## src/sv/pfe_pkg.sv

```systemverilog
// Package for the postfix expression evaluator: widths, character codes,
// status codes and the sequencer state type. No dependencies.
`timescale 1ns / 1ps

package pfe_pkg;

	localparam int unsigned StackDepth = 64;
	localparam int unsigned AddrW = $clog2(StackDepth);
	localparam int unsigned DepthW = $clog2(StackDepth + 1);
	localparam int unsigned DataW = 32;
	localparam int unsigned CntW = $clog2(DataW + 1);

	localparam logic [7:0] ChPlus = 8'h2B;
	localparam logic [7:0] ChMinus = 8'h2D;
	localparam logic [7:0] ChStar = 8'h2A;
	localparam logic [7:0] ChSlash = 8'h2F;
	localparam logic [7:0] ChPercent = 8'h25;
	localparam logic [7:0] ChZero = 8'h30;
	localparam logic [7:0] ChNine = 8'h39;

	localparam logic [1:0] StOk = 2'd0;
	localparam logic [1:0] StEmpty = 2'd1;
	localparam logic [1:0] StDivZero = 2'd2;
	localparam logic [1:0] StOverflow = 2'd3;

	typedef enum logic [7:0] {
		S_IDLE = 8'b0000_0001,
		S_NUM = 8'b0000_0010,
		S_RD = 8'b0000_0100,
		S_OP = 8'b0000_1000,
		S_DIV = 8'b0001_0000,
		S_PUSH = 8'b0010_0000,
		S_TOP = 8'b0100_0000,
		S_OUT = 8'b1000_0000
	} state_t;

	typedef struct packed {
		logic start;
		logic busy;
	} div_ctl_t;

	function automatic logic is_digit(input logic [7:0] c);
		return (c >= ChZero) && (c <= ChNine);
	endfunction

	function automatic logic is_letter(input logic [7:0] c);
		return ((c >= 8'h41) && (c <= 8'h5A)) || ((c >= 8'h61) && (c <= 8'h7A));
	endfunction

	function automatic logic is_oper(input logic [7:0] c);
		return (c == ChPlus) || (c == ChMinus) || (c == ChStar) || (c == ChSlash)
			|| (c == ChPercent);
	endfunction

endpackage

```

## src/sv/pfe_if.sv

```systemverilog
// Valid/ready channel interfaces for the evaluator's input and result sides.
// Depends on nothing but plain logic types.
`timescale 1ns / 1ps

interface pfe_in_if;
	logic valid;
	logic ready;
	logic [7:0] ch;
	logic signed [31:0] var_value;
	logic last;
	modport source(output valid, ch, var_value, last, input ready);
	modport sink(input valid, ch, var_value, last, output ready);
endinterface

interface pfe_out_if;
	logic valid;
	logic ready;
	logic signed [31:0] value;
	logic [1:0] status;
	modport source(output valid, value, status, input ready);
	modport sink(input valid, value, status, output ready);
endinterface

```

## src/sv/pfe_div.sv

```systemverilog
// Shared restoring divider, one quotient bit per cycle, signed truncation.
// Depends on pfe_pkg.
`timescale 1ns / 1ps

module pfe_div (
	input logic clk,
	input logic arst_n,
	input pfe_pkg::div_ctl_t ctl_in,
	input logic [pfe_pkg::DataW-1:0] a,
	input logic [pfe_pkg::DataW-1:0] b,
	input logic want_rem,
	output logic done,
	output logic [pfe_pkg::DataW-1:0] result
);
	logic [pfe_pkg::DataW-1:0] quo_q, rem_q, div_q;
	logic [pfe_pkg::CntW-1:0] cnt_q;
	logic neg_q_q, neg_r_q, rem_sel_q, run_q;
	logic [pfe_pkg::DataW:0] trial;

	assign trial = {rem_q, quo_q[pfe_pkg::DataW-1]} - {1'b0, div_q};

	always_ff @(posedge clk or negedge arst_n) begin
		if (!arst_n) begin
			run_q <= 1'b0;
			cnt_q <= '0;
		end else if (ctl_in.start) begin
			run_q <= 1'b1;
			cnt_q <= pfe_pkg::CntW'(pfe_pkg::DataW);
		end else if (run_q) begin
			cnt_q <= cnt_q - 1'b1;
			if (cnt_q == pfe_pkg::CntW'(1)) begin
				run_q <= 1'b0;
			end
		end
	end

	always_ff @(posedge clk) begin
		if (ctl_in.start) begin
			quo_q <= a[pfe_pkg::DataW-1] ? -a : a;
			div_q <= b[pfe_pkg::DataW-1] ? -b : b;
			rem_q <= '0;
			neg_q_q <= a[pfe_pkg::DataW-1] ^ b[pfe_pkg::DataW-1];
			neg_r_q <= a[pfe_pkg::DataW-1];
			rem_sel_q <= want_rem;
		end else if (run_q) begin
			if (!trial[pfe_pkg::DataW]) begin
				rem_q <= trial[pfe_pkg::DataW-1:0];
				quo_q <= {quo_q[pfe_pkg::DataW-2:0], 1'b1};
			end else begin
				rem_q <= {rem_q[pfe_pkg::DataW-2:0], quo_q[pfe_pkg::DataW-1]};
				quo_q <= {quo_q[pfe_pkg::DataW-2:0], 1'b0};
			end
		end
	end

	assign done = ctl_in.busy && !run_q && !ctl_in.start;
	assign result = rem_sel_q ? (neg_r_q ? -rem_q : rem_q) : (neg_q_q ? -quo_q : quo_q);
endmodule

```

## src/sv/postfix_expression_evaluator_unit.sv

```systemverilog
// Postfix evaluator: takes one character per transfer and is ready again only in
// its idle state. A digit or a skipped character passes the decode and top
// states, a letter also a push, and + - * two stack reads, the operand fetch, the
// operate state and a push; / and % with a nonzero divisor wait there for the
// shared divider. Closing an open number adds a push before the character's own
// work. A character with last set then loads the result register, after pushing
// a still-open number, and waits while an earlier result is not yet taken. Stack is one RAM.
`timescale 1ns / 1ps

module postfix_expression_evaluator_unit (
	input logic clk,
	input logic arst_n,
	pfe_in_if.sink in_ch,
	pfe_out_if.source out_ch
);
	localparam int unsigned W = pfe_pkg::DataW;

	pfe_pkg::state_t state_q;
	logic [7:0] ch_q;
	logic [W-1:0] var_q, accum_q, right_q, left_q, res_q, rd_q;
	logic last_q, in_num_q, num_pend_q, pop2_q;
	logic [pfe_pkg::DepthW-1:0] depth_q;
	logic [1:0] err_q;
	logic [W-1:0] stack_mem [pfe_pkg::StackDepth];
	logic [pfe_pkg::AddrW-1:0] rd_addr;
	logic [W-1:0] div_res;
	logic div_done;
	pfe_pkg::div_ctl_t div_ctl;
	logic out_v_q;
	logic [W-1:0] out_val_q;
	logic [1:0] out_st_q;
	logic [W-1:0] prod;
	logic push_full;

	assign push_full = depth_q == pfe_pkg::DepthW'(pfe_pkg::StackDepth);
	assign prod = W'(left_q * right_q);
	assign div_ctl.start = (state_q == pfe_pkg::S_OP)
		&& (ch_q == pfe_pkg::ChSlash || ch_q == pfe_pkg::ChPercent) && right_q != '0;
	assign div_ctl.busy = state_q == pfe_pkg::S_DIV;

	// The left operand is still in the read register when the divider starts.
	pfe_div u_div (
		.clk(clk), .arst_n(arst_n), .ctl_in(div_ctl), .a(rd_q), .b(right_q),
		.want_rem(ch_q == pfe_pkg::ChPercent), .done(div_done), .result(div_res)
	);

	// Read port: top entry, or next below when the second operand is fetched.
	assign rd_addr = pop2_q ? pfe_pkg::AddrW'(depth_q - 2'd2)
		: pfe_pkg::AddrW'(depth_q - 1'b1);
	always_ff @(posedge clk) begin
		rd_q <= stack_mem[rd_addr];
		if (state_q == pfe_pkg::S_PUSH && !push_full) begin
			stack_mem[pfe_pkg::AddrW'(depth_q)] <= res_q;
		end
	end

	assign in_ch.ready = state_q == pfe_pkg::S_IDLE;
	assign out_ch.valid = out_v_q;
	assign out_ch.value = out_val_q;
	assign out_ch.status = out_st_q;

	always_ff @(posedge clk or negedge arst_n) begin
		if (!arst_n) begin
			state_q <= pfe_pkg::S_IDLE;
			depth_q <= '0;
			accum_q <= '0;
			in_num_q <= 1'b0;
			err_q <= pfe_pkg::StOk;
			out_v_q <= 1'b0;
			num_pend_q <= 1'b0;
			pop2_q <= 1'b0;
		end else begin
			if (out_ch.valid && out_ch.ready) begin
				out_v_q <= 1'b0;
			end
			unique case (state_q)
				pfe_pkg::S_IDLE: begin
					if (in_ch.valid) begin
						ch_q <= in_ch.ch;
						var_q <= in_ch.var_value;
						last_q <= in_ch.last;
						state_q <= pfe_pkg::S_NUM;
					end
				end
				pfe_pkg::S_NUM: begin
					num_pend_q <= 1'b0;
					if (pfe_pkg::is_digit(ch_q)) begin
						accum_q <= W'((in_num_q ? accum_q : '0) * 4'd10)
							+ W'(ch_q - pfe_pkg::ChZero);
						in_num_q <= 1'b1;
						state_q <= pfe_pkg::S_TOP;
					end else if (in_num_q) begin
						in_num_q <= 1'b0;
						res_q <= accum_q;
						num_pend_q <= 1'b1;
						state_q <= pfe_pkg::S_PUSH;
					end else if (pfe_pkg::is_letter(ch_q)) begin
						res_q <= var_q;
						ch_q <= 8'h20;
						state_q <= pfe_pkg::S_PUSH;
					end else if (pfe_pkg::is_oper(ch_q) && depth_q >= pfe_pkg::DepthW'(2)) begin
						state_q <= pfe_pkg::S_RD;
					end else begin
						state_q <= pfe_pkg::S_TOP;
					end
				end
				pfe_pkg::S_RD: begin
					// Two reads: top first, then the entry below it.
					if (!pop2_q) begin
						pop2_q <= 1'b1;
					end else begin
						right_q <= rd_q;
						pop2_q <= 1'b0;
						state_q <= pfe_pkg::S_OP;
					end
				end
				pfe_pkg::S_OP: begin
					left_q <= rd_q;
					state_q <= pfe_pkg::S_DIV;
				end
				pfe_pkg::S_DIV: begin
					if (ch_q == pfe_pkg::ChPlus) begin
						res_q <= left_q + right_q;
						depth_q <= depth_q - 2'd2;
						state_q <= pfe_pkg::S_PUSH;
					end else if (ch_q == pfe_pkg::ChMinus) begin
						res_q <= left_q - right_q;
						depth_q <= depth_q - 2'd2;
						state_q <= pfe_pkg::S_PUSH;
					end else if (ch_q == pfe_pkg::ChStar) begin
						res_q <= prod;
						depth_q <= depth_q - 2'd2;
						state_q <= pfe_pkg::S_PUSH;
					end else if (right_q == '0) begin
						res_q <= '0;
						if (err_q == pfe_pkg::StOk) err_q <= pfe_pkg::StDivZero;
						depth_q <= depth_q - 2'd2;
						state_q <= pfe_pkg::S_PUSH;
					end else if (div_done) begin
						res_q <= div_res;
						depth_q <= depth_q - 2'd2;
						state_q <= pfe_pkg::S_PUSH;
					end
				end
				pfe_pkg::S_PUSH: begin
					if (push_full) begin
						if (err_q == pfe_pkg::StOk) err_q <= pfe_pkg::StOverflow;
					end else begin
						depth_q <= depth_q + 1'b1;
					end
					// A closed number is followed by the character's own work.
					if (num_pend_q) begin
						state_q <= pfe_pkg::S_NUM;
					end else if (pfe_pkg::is_letter(ch_q) || pfe_pkg::is_oper(ch_q)) begin
						ch_q <= 8'h20;
						state_q <= pfe_pkg::S_TOP;
					end else begin
						state_q <= pfe_pkg::S_TOP;
					end
				end
				pfe_pkg::S_TOP: begin
					if (!last_q) begin
						state_q <= pfe_pkg::S_IDLE;
					end else if (in_num_q) begin
						in_num_q <= 1'b0;
						res_q <= accum_q;
						ch_q <= 8'h20;
						state_q <= pfe_pkg::S_PUSH;
					end else if (!out_v_q || out_ch.ready) begin
						state_q <= pfe_pkg::S_OUT;
					end
				end
				pfe_pkg::S_OUT: begin
					out_v_q <= 1'b1;
					out_val_q <= (depth_q == '0) ? '0 : rd_q;
					out_st_q <= (err_q != pfe_pkg::StOk) ? err_q
						: ((depth_q == '0) ? pfe_pkg::StEmpty : pfe_pkg::StOk);
					depth_q <= '0;
					accum_q <= '0;
					in_num_q <= 1'b0;
					err_q <= pfe_pkg::StOk;
					state_q <= pfe_pkg::S_IDLE;
				end
				default: state_q <= pfe_pkg::S_IDLE;
			endcase
		end
	end
endmodule

```

## src/flat_wrapper.sv

```systemverilog
// flat-port wrapper written by rule: the top's interface ports become plain ports
module postfix_expression_evaluator_unit_flat 
  (clk, arst_n, in_ch_valid, in_ch_ch, in_ch_var_value, in_ch_last, in_ch_ready, out_ch_valid, out_ch_value, out_ch_status, out_ch_ready);
  pfe_in_if in_ch_i ();
  pfe_out_if out_ch_i ();
  input logic clk;
  input logic arst_n;
  input wire logic [$bits(in_ch_i.valid)-1:0] in_ch_valid;
  input wire logic [$bits(in_ch_i.ch)-1:0] in_ch_ch;
  input wire logic [$bits(in_ch_i.var_value)-1:0] in_ch_var_value;
  input wire logic [$bits(in_ch_i.last)-1:0] in_ch_last;
  output wire logic [$bits(in_ch_i.ready)-1:0] in_ch_ready;
  output wire logic [$bits(out_ch_i.valid)-1:0] out_ch_valid;
  output wire logic [$bits(out_ch_i.value)-1:0] out_ch_value;
  output wire logic [$bits(out_ch_i.status)-1:0] out_ch_status;
  input wire logic [$bits(out_ch_i.ready)-1:0] out_ch_ready;
  assign in_ch_i.valid = in_ch_valid;
  assign in_ch_i.ch = in_ch_ch;
  assign in_ch_i.var_value = in_ch_var_value;
  assign in_ch_i.last = in_ch_last;
  assign in_ch_ready = in_ch_i.ready;
  assign out_ch_valid = out_ch_i.valid;
  assign out_ch_value = out_ch_i.value;
  assign out_ch_status = out_ch_i.status;
  assign out_ch_i.ready = out_ch_ready;
  postfix_expression_evaluator_unit u_core (.clk(clk), .arst_n(arst_n), .in_ch(in_ch_i), .out_ch(out_ch_i));
endmodule
```

## config.mk

```make
export PLATFORM = sky130hd
export DESIGN_NAME = postfix_expression_evaluator_unit_flat
export DESIGN_NICKNAME = d
export VERILOG_FILES = /design/src/sv/pfe_pkg.sv /design/src/sv/pfe_if.sv /design/src/sv/pfe_div.sv /design/src/sv/postfix_expression_evaluator_unit.sv /design/src/flat_wrapper.sv
export SDC_FILE = /design/constraint.sdc
export NUM_CORES = 2
export LEC_CHECK = 0
export ABC_AREA = 1
export BUFFER_PORTS_ARGS = -buffer_cell sky130_fd_sc_hd__buf_2
export CAP_MARGIN = 10
export CORE_ASPECT_RATIO = 1.25
export CORE_UTILIZATION = 58
export DETAILED_ROUTE_END_ITERATION = 8
export PLACE_DENSITY = 0.77
export SYNTH_ARGS = -nofsm -noshare
export SYNTH_HDL_FRONTEND = slang
export SYNTH_SLANG_ARGS = --single-unit
export TNS_END_PERCENT = 30
```

## constraint.sdc

```tcl
create_clock -name clk -period 7 [get_ports clk]
set_clock_uncertainty 0.1 [all_clocks]
set_input_delay 1.4 -clock clk [delete_from_list [all_inputs] [get_ports clk]]
set_output_delay 1.4 -clock clk [all_outputs]
set_load 0.05 [all_outputs]
```

==> impl_results.md <==
- Cell area after synthesis: 123000 um^2
- Failing checks: setup timing
- CTS tree: yes
- Site Rows: 188
- Post-route antenna net violation count: 0
- Die extent in x: 414 um
- Most frequent cells in the layout: edfxtp_1, nor2_1, o21ai_0
- Final cell count without fillers: 14800
- Tcrit/Tclk final: 104%
- Grt total ovfl: 0
- Post-layout util: 65.8%
- Sequential fraction of the synthesis area: 57.9%
- Startpoint class of the critical path: flip-flop
- DIE AREA: 215000 um^2
- Reg clk slew, reported paths: 0.06 ns
- WP data required: 7.49 ns
- Total core area: 211000 um^2
- Drt total wl: 438 mm
- Post-synth top flop: edfxtp_1
- Hold Crit Class: reg2reg
- Most common cell after layout, fill and taps aside: edfxtp_1
- Max IR drop VDD: 0.000621 V
- CP arrival: 7.79 ns
- Cell Area, Placed: 130000 um^2
- Max FFs per register: 2048
- Synth area leaders: edfxtp_1, fa_1, o21ai_0, nor2_1, nand2_1
- Post-synth top area share: 55.7%
- Slowest-stage cell, CP: fa_2
- Final setup margin: -0.299 ns
- Die Span Y: 518 um
- Via density: 6.39
- Most used cell, CP: fa_1
- Minimum clock period: 7.30 ns
- Status: finished, violations left
- Dpl cells: 14300
- PwrDens: 342 nW/um^2
- CP endpoint kind: flip-flop
- Slew HR: 22.1%
- Worst Path Class, Setup: reg2reg
- Num ports: 81
- Worst-Margin Slew: 1.16 ns
- Initial DRC count: 12600
- Ys async rst share: 2.49%
- Drt first pass iters: 7
- Critical path's largest stage delay: 0.65 ns
- Root Buffer: clkbuf_16
- Final hold vios: 0
- Pre-CTS setup slack: -0.505 ns
- Htree depth: 4
- CP max FO: 6
- Final Max Slew Viols: 0
- Synthesized area per cell: 10.6 um^2
- Yosys cell types: 82
- Synthesis warning total: 0
- Peak Freq: 137 MHz
- Antenna violations before repair: 27
- Post-route cell area: 139000 um^2
- Layout cells sized above 1: 11.3%
- DP Wirelength: 289 mm
- Vias: 94700
- Hold Slack: 0.375 ns
- # clock sinks: 2410
- Largest net degree at the start of global routing: 267
- Area leader, netlist: edfxtp_1
- Count of flip-flops with a built-in enable after synthesis: 2286
- CTS buffer count: 231
- # fillers: 15700
- GPL Wtd Cong: 1.01
- Synth Net Count: 12400
- Final Power: 47.3 mW
- Post-DR wirelength/cell: 29.5 um
- TNS Setup: -2.41 ns
- Max Root-Sink Buffers: 4
- Final setup violation count: 17
- Mapped Cells: 11600
- Yosys reg bits: 2410
- Area grow syn2layout: 12.4%
- Vias in the first global route: 91900
- # port buffers: 80
- # DRC: 0
- Leak: 53.9 nW
- Fin nets: 12600
- RSZ-0062 raised after global routing: true
- Max-Cap Viols: 0
- Initial Util: 58.6%
- First-pass GRT wire length: 623 mm
- Most flop-heavy register: u_core.stack_mem
- Clock Latency Late Sink: 0.90 ns
- GRT Util Overall: 40.1%
- Reg-to-reg setup timing slack: -0.30 ns
worst paths after layout:
| path | from | cells past startpoint | to |
|---|---|---|---|
| min in group asynchronous | arst_n | 1 | u_core.u_div.cnt_q[4] |
| max in group asynchronous | arst_n | 2 | u_core.accum_q[2] |
| worst max register to register | u_core.left_q[14] | 25 | u_core.res_q[30] |
| worst max-delay path | u_core.left_q[14] | 25 | u_core.res_q[30] |
| worst min-delay path | u_core.u_div.rem_q[31] | 2 | u_core.u_div.rem_q[31] |
| worst min register to register | u_core.u_div.rem_q[31] | 2 | u_core.u_div.rem_q[31] |
cells in the mapped netlist, drive strengths merged, types with 23 or more instances:
| cell type | instances |
|---|---|
| a21o | 25 |
| a21oi | 374 |
| buf | 249 |
| clkbuf | 412 |
| dfrtp | 59 |
| dfxtp | 64 |
| edfxtp | 2286 |
| fa | 413 |
| ha | 322 |
| inv | 1261 |
| nand2 | 1346 |
| nand3 | 276 |
| nand4 | 43 |
| nor2 | 1709 |
| nor3 | 67 |
| nor4 | 24 |
| o211ai | 55 |
| o21ai | 1609 |
| o21bai | 23 |
| o221ai | 145 |
| o22ai | 544 |
| o31ai | 24 |
| or2 | 23 |
| xnor2 | 36 |
| xor2 | 137 |
report_power, final:
group	total (mW)	internal [mW]	switching (mW)
logic	17.7	4.13	13.5
registers	17.1	16.5	0.579
clock network	12.6	7.12	5.46
cell families (layout without fill, tap and decap cells):
group                      Yosys count  after routing  share of synthesized area, %
and+or+nand+nor                   3506           3506                          11.4
AOI/OAI and AO/OA                 2880           2880                          13.2
DFF                               2410           2410                          57.9
buffers and inverters             1929           2345                          6.22
adders and majority gates          735            735                          9.97
xor gates and xnor gates           173            173                          1.23
other                                0             19                             0
final cells by class:
type | count | area (um^2) | area share (%)
clock inverter | 133 | 1390 | 1.01
sequential | 2410 | 71400 | 51.5
multi-input combinational | 7294 | 45600 | 32.9
timing repair buffer | 664 | 5740 | 4.14
tap | 2755 | 3450 | 2.49
antenna | 19 | 47.5 | 0.0343
inverter | 1268 | 4790 | 3.46
clock buffer | 280 | 6110 | 4.41
layer usage:
| metal | vias up | global-route usage [%] | share of wire [%] |
|---|---|---|---|
| li1 | 40900 | - | - |
| met1 | 45900 | 48.4 | 34 |
| met2 | 6360 | 64.2 | 47 |
| met3 | 1542 | 6.41 | 9.6 |
| met4 | 12 | 32.3 | 9.8 |
| met5 | - | 0 | 0.018 |
repair_timing:
| action | in CTS | in global routing |
|---|---|---|
| buffers inserted | 15 | 37 |
| gates resized for setup | 167 | 108 |
| hold buffers | 0 | 0 |
| cloned | 0 | 1 |
| pin swaps | 57 | 75 |
| setup endpoints to repair | 21 | 22 |
critical path: cells and delay by family, from the launching register on:
family / cells / cell delay, ns
adders and majority gates: 10 / 4.74
buffers and inverters: 7 / 0.78
and+or+nand+nor: 6 / 0.66
DFF: 1 / 0.43
AOI/OAI and AO/OA: 2 / 0.30
No activity file was read; power rests on OpenSTA's default activity.
